`src/rtl/dvfb_pkg.sv`:
```
`default_nettype none

package dvfb_pkg;

  // Configuration register indexes.
  localparam logic [2:0] CFG_FORM_BITS     = 3'd0;
  localparam logic [2:0] CFG_UNIT_BITS     = 3'd1;
  localparam logic [2:0] CFG_FRAME_LENGTH  = 3'd2;
  localparam logic [2:0] CFG_TEMPLATE_LOW  = 3'd3;
  localparam logic [2:0] CFG_TEMPLATE_HIGH = 3'd4;

  // Register reset values.
  localparam logic [6:0] FORM_BITS_RST    = 7'd64;
  localparam logic [7:0] UNIT_BITS_RST    = 8'd96;
  localparam logic [4:0] FRAME_LENGTH_RST = 5'd15;

  // Shortest frame that still holds the value bytes and the checksum.
  localparam int unsigned MIN_FRAME = 7;

  // Largest magnitude that is shown; anything above reads as zero.
  localparam logic [15:0] MAX_MAGNITUDE = 16'd9999;

  // Queue between the digit front end and the byte sequencer.
  localparam int unsigned QDEPTH = 4;
  localparam int unsigned QPTR_W = $clog2(QDEPTH);
  localparam int unsigned QCNT_W = $clog2(QDEPTH + 1);

  // Sign and four decimal digits of one measurement.
  typedef struct packed {
    logic       neg;
    logic [3:0] d3;
    logic [3:0] d2;
    logic [3:0] d1;
    logic [3:0] d0;
  } dvfb_digits_t;

  // Queue status seen by the sequencer and the top level.
  typedef struct packed {
    logic              valid;
    logic [QCNT_W-1:0] count;
  } dvfb_qstat_t;

endpackage

`default_nettype wire

```
`src/rtl/dvfb_front.sv`:
```
`default_nettype none

module dvfb_front
  import dvfb_pkg::*;
(
  input  wire logic               clk_i,
  input  wire logic               rst_ni,
  input  wire logic               take_i,
  input  wire logic signed [15:0] value_i,
  output logic [1:0]              busy_o,
  output logic                    busy3_o,
  output logic                    push_o,
  output dvfb_digits_t            digits_o
);

  // Stage 1: sign and clamped magnitude.
  logic        v1_q;
  logic        neg1_q;
  logic [13:0] mag1_q;
  // Stage 2: thousands digit.
  logic        v2_q;
  logic        neg2_q;
  logic [13:0] mag2_q;
  logic [3:0]  d3_2_q;
  // Stage 3: hundreds digit and remainder below one thousand.
  logic        v3_q;
  logic        neg3_q;
  logic [3:0]  d3_3_q;
  logic [3:0]  d2_3_q;
  logic [9:0]  rem1_3_q;

  logic        neg_in;
  logic [15:0] abs_in;
  logic [13:0] mag_in;
  logic [27:0] prod3;
  logic [13:0] rem1_full;
  logic [15:0] prod2;
  logic [6:0]  rem2;
  logic [14:0] prod1;
  logic [6:0]  d0_full;

  // Absolute value; the most negative input lands above the limit and shows as zero.
  always_comb begin
    neg_in = value_i[15];
    abs_in = neg_in ? (~value_i + 16'd1) : value_i;
    mag_in = (abs_in > MAX_MAGNITUDE) ? 14'd0 : abs_in[13:0];
  end

  // Division by 1000 through a reciprocal; exact for magnitudes up to 9999.
  assign prod3 = 28'(mag1_q) * 28'd8389;

  // Remainder below 1000, then division by 100 through a reciprocal.
  assign rem1_full = mag2_q - 14'(d3_2_q) * 14'd1000;
  assign prod2     = 16'(rem1_full[9:0]) * 16'd41;

  // Remainder below 100, then tens and ones.
  assign rem2    = 7'(rem1_3_q - 10'(d2_3_q) * 10'd100);
  assign prod1   = 15'(rem2) * 15'd205;
  assign d0_full = rem2 - 7'(prod1[14:11]) * 7'd10;

  always_ff @(posedge clk_i or negedge rst_ni) begin
    if (!rst_ni) begin
      v1_q <= 1'b0;
      v2_q <= 1'b0;
      v3_q <= 1'b0;
    end else begin
      v1_q <= take_i;
      v2_q <= v1_q;
      v3_q <= v2_q;
    end
  end

  // Payload stages need no reset.
  always_ff @(posedge clk_i) begin
    neg1_q   <= neg_in;
    mag1_q   <= mag_in;
    neg2_q   <= neg1_q;
    mag2_q   <= mag1_q;
    d3_2_q   <= prod3[26:23];
    neg3_q   <= neg2_q;
    d3_3_q   <= d3_2_q;
    d2_3_q   <= prod2[15:12];
    rem1_3_q <= rem1_full[9:0];
  end

  assign busy_o   = {v2_q, v1_q};
  assign busy3_o  = v3_q;
  assign push_o   = v3_q;
  assign digits_o = '{neg: neg3_q, d3: d3_3_q, d2: d2_3_q,
                      d1: prod1[14:11], d0: d0_full[3:0]};

endmodule

`default_nettype wire

```
`src/rtl/dvfb_queue.sv`:
```
`default_nettype none

module dvfb_queue
  import dvfb_pkg::*;
(
  input  wire logic          clk_i,
  input  wire logic          rst_ni,
  input  wire logic          push_i,
  input  wire dvfb_digits_t  push_data_i,
  input  wire logic          pop_i,
  output dvfb_qstat_t        stat_o,
  output dvfb_digits_t       head_o
);

  dvfb_digits_t      mem_q [QDEPTH];
  logic [QPTR_W-1:0] wptr_q;
  logic [QPTR_W-1:0] rptr_q;
  logic [QCNT_W-1:0] count_q;
  logic [QCNT_W-1:0] count_d;

  // Occupancy follows pushes and pops; the front end never pushes into a full queue.
  always_comb begin
    count_d = count_q;
    if (push_i && !pop_i) begin
      count_d = count_q + QCNT_W'(1);
    end else if (!push_i && pop_i) begin
      count_d = count_q - QCNT_W'(1);
    end
  end

  always_ff @(posedge clk_i or negedge rst_ni) begin
    if (!rst_ni) begin
      wptr_q  <= '0;
      rptr_q  <= '0;
      count_q <= '0;
    end else begin
      count_q <= count_d;
      if (push_i) begin
        wptr_q <= wptr_q + QPTR_W'(1);
      end
      if (pop_i) begin
        rptr_q <= rptr_q + QPTR_W'(1);
      end
    end
  end

  always_ff @(posedge clk_i) begin
    if (push_i) begin
      mem_q[wptr_q] <= push_data_i;
    end
  end

  assign stat_o = '{valid: (count_q != '0), count: count_q};
  assign head_o = mem_q[rptr_q];

endmodule

`default_nettype wire

```
`src/rtl/dvfb_back.sv`:
```
`default_nettype none

module dvfb_back
  import dvfb_pkg::*;
#(
  parameter int unsigned MAX_FRAME = 16
) (
  input  wire logic         clk_i,
  input  wire logic         rst_ni,
  input  wire dvfb_qstat_t  qstat_i,
  input  wire dvfb_digits_t head_i,
  output logic              pop_o,
  input  wire logic [6:0]   form_bits_i,
  input  wire logic [7:0]   unit_bits_i,
  input  wire logic [4:0]   frame_length_i,
  input  wire logic [63:0]  template_low_i,
  input  wire logic [63:0]  template_high_i,
  output logic              out_valid_o,
  input  wire logic         out_stall_i,
  output logic [7:0]        out_byte_o,
  output logic              frame_end_o
);

  localparam int unsigned PW = $clog2(MAX_FRAME);

  dvfb_digits_t  cur_q;
  logic          busy_q;
  logic [PW-1:0] pos_q;
  logic [7:0]    sum_q;
  logic          out_valid_q;
  logic [7:0]    out_byte_q;
  logic          frame_end_q;

  logic [4:0]    len_eff;
  logic [PW-1:0] last_pos;
  logic          load;
  logic          emit;
  logic          last;
  logic [127:0]  tmpl;
  logic [6:0]    tmpl_sh;
  logic [7:0]    body_byte;
  logic [7:0]    cur_byte;

  // Effective frame length, clamped to the supported range.
  always_comb begin
    if (frame_length_i < 5'(MIN_FRAME)) begin
      len_eff = 5'(MIN_FRAME);
    end else if (frame_length_i > 5'(MAX_FRAME)) begin
      len_eff = 5'(MAX_FRAME);
    end else begin
      len_eff = frame_length_i;
    end
    last_pos = PW'(len_eff - 5'd1);
  end

  // The output register takes a new word when it is empty or being drained.
  assign load  = !out_valid_q || !out_stall_i;
  assign emit  = busy_q && load;
  assign last  = (pos_q == last_pos);
  assign pop_o = qstat_i.valid && (!busy_q || (emit && last));

  // Template byte at the current position, value bytes and checksum overlaid.
  assign tmpl    = {template_high_i, template_low_i};
  assign tmpl_sh = {4'(pos_q), 3'b000};

  always_comb begin
    if (pos_q == PW'(3)) begin
      body_byte = {cur_q.neg, 7'd0} | {1'b0, form_bits_i} | {4'd0, cur_q.d3};
    end else if (pos_q == PW'(4)) begin
      body_byte = unit_bits_i | {4'd0, cur_q.d2};
    end else if (pos_q == PW'(5)) begin
      body_byte = {cur_q.d1, cur_q.d0};
    end else begin
      body_byte = tmpl[tmpl_sh +: 8];
    end
    cur_byte = last ? sum_q : body_byte;
  end

  always_ff @(posedge clk_i or negedge rst_ni) begin
    if (!rst_ni) begin
      busy_q      <= 1'b0;
      pos_q       <= '0;
      sum_q       <= '0;
      out_valid_q <= 1'b0;
    end else begin
      if (load) begin
        out_valid_q <= emit;
      end
      if (pop_o) begin
        busy_q <= 1'b1;
        pos_q  <= '0;
        sum_q  <= '0;
      end else if (emit) begin
        pos_q <= pos_q + PW'(1);
        sum_q <= sum_q + cur_byte;
        if (last) begin
          busy_q <= 1'b0;
        end
      end
    end
  end

  // Payload registers.
  always_ff @(posedge clk_i) begin
    if (pop_o) begin
      cur_q <= head_i;
    end
    if (emit) begin
      out_byte_q  <= cur_byte;
      frame_end_q <= last;
    end
  end

  assign out_valid_o = out_valid_q;
  assign out_byte_o  = out_byte_q;
  assign frame_end_o = frame_end_q;

endmodule

`default_nettype wire

```
`src/rtl/decimal_value_frame_builder.sv`:
```
// Decimal value frame builder.
// Input channel: one signed measurement in tenths per word (value_tenths_i), taken
// at a clock edge with in_valid_i high and in_stall_o low. Each word produces one
// frame of frame_length bytes (clamped to 7..MAX_FRAME) on the output channel,
// one byte per word, frame_end_o marking the checksum byte that closes it.
// Configuration: cfg_we_i writes cfg_data_i into register cfg_index_i; write only
// while no frame is pending. Unknown indexes are ignored.
// Path: the first byte of a frame passes the three digit stages, the queue, the
// sequencer's word register and the output register.
// Throughput: one byte per cycle while out_stall_i is low; frames follow each other
// with no gap; the byte sequencer sets the sustained input rate, one word per frame.
// A four-entry queue between the digit stages and the sequencer absorbs input bursts;
// in_stall_o rises when queue entries plus words in the digit stages reach four.
// When the receiver raises out_stall_i, the output word holds and the sequencer
// waits; input keeps flowing until the queue fills.
// Reset clears the queue, the sequencer and the output valid, and loads the register
// defaults: form bits 64, unit bits 96, frame length 15, template all zero.
`default_nettype none

module decimal_value_frame_builder
  import dvfb_pkg::*;
#(
  parameter int unsigned MAX_FRAME = 16
) (
  input  wire logic               clk_i,
  input  wire logic               rst_ni,
  input  wire logic               cfg_we_i,
  input  wire logic [2:0]         cfg_index_i,
  input  wire logic [63:0]        cfg_data_i,
  input  wire logic               in_valid_i,
  output logic                    in_stall_o,
  input  wire logic signed [15:0] value_tenths_i,
  output logic                    out_valid_o,
  input  wire logic               out_stall_i,
  output logic [7:0]              out_byte_o,
  output logic                    frame_end_o
);

  logic [6:0]   form_bits_q;
  logic [7:0]   unit_bits_q;
  logic [4:0]   frame_length_q;
  logic [63:0]  template_low_q;
  logic [63:0]  template_high_q;

  logic         take;
  logic [1:0]   fe_busy;
  logic         fe_busy3;
  logic         push;
  dvfb_digits_t push_data;
  logic         pop;
  dvfb_qstat_t  qstat;
  dvfb_digits_t head;
  logic [QCNT_W-1:0] committed;

  // Configuration registers.
  always_ff @(posedge clk_i or negedge rst_ni) begin
    if (!rst_ni) begin
      form_bits_q     <= FORM_BITS_RST;
      unit_bits_q     <= UNIT_BITS_RST;
      frame_length_q  <= FRAME_LENGTH_RST;
      template_low_q  <= '0;
      template_high_q <= '0;
    end else if (cfg_we_i) begin
      case (cfg_index_i)
        CFG_FORM_BITS:     form_bits_q     <= cfg_data_i[6:0];
        CFG_UNIT_BITS:     unit_bits_q     <= cfg_data_i[7:0];
        CFG_FRAME_LENGTH:  frame_length_q  <= cfg_data_i[4:0];
        CFG_TEMPLATE_LOW:  template_low_q  <= cfg_data_i;
        CFG_TEMPLATE_HIGH: template_high_q <= cfg_data_i;
        default: ;
      endcase
    end
  end

  // Credit check: every word in the digit stages has a queue entry reserved.
  assign committed  = qstat.count + QCNT_W'(fe_busy[0]) + QCNT_W'(fe_busy[1])
                      + QCNT_W'(fe_busy3);
  assign in_stall_o = (committed >= QCNT_W'(QDEPTH));
  assign take       = in_valid_i && !in_stall_o;

  dvfb_front u_front (
    .clk_i    (clk_i),
    .rst_ni   (rst_ni),
    .take_i   (take),
    .value_i  (value_tenths_i),
    .busy_o   (fe_busy),
    .busy3_o  (fe_busy3),
    .push_o   (push),
    .digits_o (push_data)
  );

  dvfb_queue u_queue (
    .clk_i       (clk_i),
    .rst_ni      (rst_ni),
    .push_i      (push),
    .push_data_i (push_data),
    .pop_i       (pop),
    .stat_o      (qstat),
    .head_o      (head)
  );

  dvfb_back #(
    .MAX_FRAME (MAX_FRAME)
  ) u_back (
    .clk_i           (clk_i),
    .rst_ni          (rst_ni),
    .qstat_i         (qstat),
    .head_i          (head),
    .pop_o           (pop),
    .form_bits_i     (form_bits_q),
    .unit_bits_i     (unit_bits_q),
    .frame_length_i  (frame_length_q),
    .template_low_i  (template_low_q),
    .template_high_i (template_high_q),
    .out_valid_o     (out_valid_o),
    .out_stall_i     (out_stall_i),
    .out_byte_o      (out_byte_o),
    .frame_end_o     (frame_end_o)
  );

  // The digit stages never push into a full queue.
  a_no_overflow: assert property (@(posedge clk_i) disable iff (!rst_ni)
    push |-> (qstat.count < QCNT_W'(QDEPTH)) || pop)
    else $error("queue push while full");

  // The sequencer only pops a queue that holds a word.
  a_no_underflow: assert property (@(posedge clk_i) disable iff (!rst_ni)
    pop |-> qstat.valid)
    else $error("queue pop while empty");

  // A full queue holds off the input channel.
  a_full_stalls: assert property (@(posedge clk_i) disable iff (!rst_ni)
    (qstat.count == QCNT_W'(QDEPTH)) |-> in_stall_o)
    else $error("input not stalled with queue full");

  // An accepted word reaches the queue after passing through the digit stages.
  a_push_follows: assert property (@(posedge clk_i) disable iff (!rst_ni)
    take |-> ##3 push)
    else $error("accepted word did not reach the queue");

endmodule

`default_nettype wire

```
`config.mk`:
```
export PLATFORM = sky130hd
export DESIGN_NAME = decimal_value_frame_builder
export DESIGN_NICKNAME = d
export VERILOG_FILES = /design/src/rtl/dvfb_pkg.sv /design/src/rtl/dvfb_front.sv /design/src/rtl/dvfb_queue.sv /design/src/rtl/dvfb_back.sv /design/src/rtl/decimal_value_frame_builder.sv
export SDC_FILE = /design/constraint.sdc
export NUM_CORES = 1
export LEC_CHECK = 0
export ABC_AREA = 1
export BUFFER_PORTS_ARGS = -buffer_cell sky130_fd_sc_hd__buf_2
export CAP_MARGIN = 20
export CORE_ASPECT_RATIO = 1.4
export CORE_MARGIN = 5
export CORE_UTILIZATION = 35
export DETAILED_ROUTE_END_ITERATION = 10
export PLACE_DENSITY_LB_ADDON = 0.15
export REMOVE_ABC_BUFFERS = 1
export SYNTH_ARGS = -nofsm -noshare
export SYNTH_HDL_FRONTEND = slang
export SYNTH_SLANG_ARGS = --single-unit
```
`constraint.sdc`:
```
create_clock -name clk_i -period 10.48 [get_ports clk_i]
set_input_delay 1.048 -clock clk_i [delete_from_list [all_inputs] [get_ports clk_i]]
set_output_delay 1.048 -clock clk_i [all_outputs]
set_load 0.01 [all_outputs]
```
==> reports/qor.yml <==
antenna_cells: 0
whs_ns: 0.326
fin_cells: 2729
setup_tns_ns: 0
worstPathMaxFanout: 7
grt_pass1_vias: 13601
grt_use_total_pct: 15.4
cts_tree: "built"
outcome: "completed"
synth_sequential_area_ratio_pct: 44.9
synthFlopType: "dfrtp_1"
die_h_um: 278
dr.first_iter.drc_count: 584
reg2reg_to: "u_queue.mem_q[0][3]"
synth_edf_count: 94
worstSetupPathType: "flip-flop to flip-flop"
max_slew.worst_pin.slew_ns: 0.929
grt-ovfl-total: 0
syn_inst: 1977
worst-endpoint-required_ns: 10.80
final_cell_mix: "nand2_1 (351), inv_1 (272), o21ai_0 (268), ha_1 (197), nor2_1 (167)"
htreeDepth: 2
clkLatencyLatePin_ns: 0.53
async_flop_share_pct: 55.1
gp_congestion: 0.829
holdBufCountCts: 0
postCtsSetupRepairBufs: 0
totalWireLength_um: 43100
maxCapViolCount: 0
ios: 99
fin_worst_skew_ns: 0.0200
final_common_cell: "nand2_1"
port_buffers: 98
rr_worst_depth: 25
ys_top_cells_by_area: "dfrtp_1 (23%), edfxtp_1 (16%), ha_1 (14%)"
cts_sinks: 312
std_cell_rows: 98
drcViolationCount: 0
die_area_um2: 55900
drive_above_1_share_pct: 10.1
yosysTopAreaCellShare_pct: 23.0
min_path_type: "flip-flop to flip-flop"
grt_max_degree: 104
grt_pass1_wl_um: 71000
yosys.area_share.adder_pct: 18.5
timing.rr.start: "u_front.d2_3_q[0]"
synth.largest_area_cell: "dfrtp_1"
synth_top_family_by_area: "adder cells"
crit_end: "u_queue.mem_q[0][3]"
relSlewSlack_pct: 38.0
synthMuxAreaShare_pct: 0.0628
yosysUniqueCellTypes: 52
area_delta_synth_final_pct: 12.7
synth_area_um2: 17900
fin_crit_sh_pct: 54.7
start_util_pct: 35.3
arrival_ns: 6.05
hpwl_um: 31300
hold_violations: 0
vias_per_cell: 4.82
endpoint_kind: "flip-flop"
synth-compound-area-share_pct: 11.8
reg2reg_setup_slack_ns: 4.75
synthSimpleGateAreaFrac_pct: 14.4
die_x_um: 201
post_drt_wl_per_cell_um: 15.8
core_area_um2: 50900
synth-seq-cells: 312
clockBufferDepth: 3
drt-pass1-iter-count: 5
avgSynthCellArea_um2: 9.07
drv_slew: 0
rsz0062_at_grt: "false"
cts_resized: 0
dp.cells: 2667
setup_viol: 0
path_clk_slew_ns: 0.06
num_vias: 13153
cts_inserted_buffers: 34
min_period_ns: 5.73
antenna_found_initial: 0
worst_setup_path_start_kind: "flip-flop"
synth_xor_area_share_pct: 2.73
ys_warn_count: 0
fmax_ghz: 0.175
nets: 2383
postRouteAntennaNets: 0
startpoint: "u_front.d2_3_q[0]"
root_buffer: "clkbuf_16"
## area by class of cell
| type | instances | area [um^2] |
|---|---|---|
| multi-input combinational | 1317 | 8560 |
| inverter | 280 | 1050 |
| sequential | 312 | 8060 |
| tap | 650 | 813 |
| clock inverter | 12 | 120 |
| fill | 5122 | 30700 |
| clock buffer | 48 | 987 |
| timing repair buffer | 110 | 627 |
## kinds of logic (layout without fill, tap and decap cells)
group | Yosys count | in the layout
buffers and inverters | 348 | 450
adder cells (fa/ha/maj) | 240 | 240
AO/OA/AOI/OAI | 392 | 392
AND/OR/NAND/NOR | 629 | 629
multiplexers | 1 | 1
flip-flops | 312 | 312
XOR/XNOR | 55 | 55
## flip-flops by register name, summed over array words and instances (netlist names), 5 cells and up
name and flops:
u_back.out_byte_o 8, u_back.cur_q 17, u_front.mag1_q 14, unit_bits_q 8, u_back.sum_q 8, u_front.rem1_3_q 7, template_low_q 64, form_bits_q 7
frame_length_q 5, template_high_q 64, u_front.mag2_q 10, u_queue.mem_q 68
## routing by layer
metal	GRT usage [%]	up-vias	wire length, um
met5	0	-	0
met4	4.02	0	926
met3	1.89	62	1210
met2	29.4	170	23200
met1	18.1	6264	17800
li1	-	6657	-
## worst min path at each step
stage          cells past startpoint              to      startpoint  slack (ns)
2_1_floorplan                      0  u_front.neg2_q  u_front.neg1_q        0.31
3_3_place_gp                       0  u_front.neg3_q  u_front.neg2_q        0.31
5_1_grt                            0  u_front.neg3_q  u_front.neg2_q        0.34
4_1_cts                            0  u_front.neg2_q  u_front.neg1_q        0.33
3_5_place_dp                       0  u_front.neg2_q  u_front.neg1_q        0.31
6_report                           0  u_front.neg2_q  u_front.neg1_q        0.33
## synthesized netlist by cell type, types with 15 or more instances
| cell type | n |
|---|---|
| ha_1 | 197 |
| o22ai_1 | 32 |
| a21oi_1 | 46 |
| xnor2_1 | 21 |
| nand3_1 | 49 |
| nor2_1 | 167 |
| nand2_1 | 351 |
| dfxtp_1 | 46 |
| clkbuf_1 | 47 |
| dfrtp_1 | 165 |
| fa_1 | 43 |
| o211ai_1 | 16 |
| xor2_1 | 33 |
| edfxtp_1 | 94 |
| o21ai_0 | 268 |
| inv_1 | 272 |
| nor2_2 | 15 |
## metrics by stage
stage	setup slack, ns	utilization [%]	area (um^2)
3_3_place_gp	4.84	37.4	19100
4_1_cts	4.72	39.6	20200
5_1_grt	4.20	39.7	20200
3_5_place_dp	4.76	37.4	19100
2_1_floorplan	5.26	-	17600
6_report	4.75	39.7	20200
## critical path, cell delays in order, from the launching register on
cell	delay (ns)
dfxtp_1	0.45
ha_1	0.18
inv_1	0.06
fa_1	0.41
a21oi_1	0.17
nor2_1	0.05
nor2_1	0.20
xnor2_1	0.16
ha_1	0.25
ha_1	0.29
fa_1	0.51
inv_1	0.06
fa_1	0.51
inv_1	0.05
ha_1	0.27
nand2_1	0.08
a21oi_1	0.04
o21ai_0	0.21
nand3_1	0.10
nand2_1	0.12
inv_1	0.10
ha_1	0.20
fa_1	0.38
xnor2_1	0.21
xor2_1	0.19
xor2_1	0.27
Power is left out: the tool's default activity adds up to more than one toggle a clock period on the data nets, which glitch-free logic cannot reach.
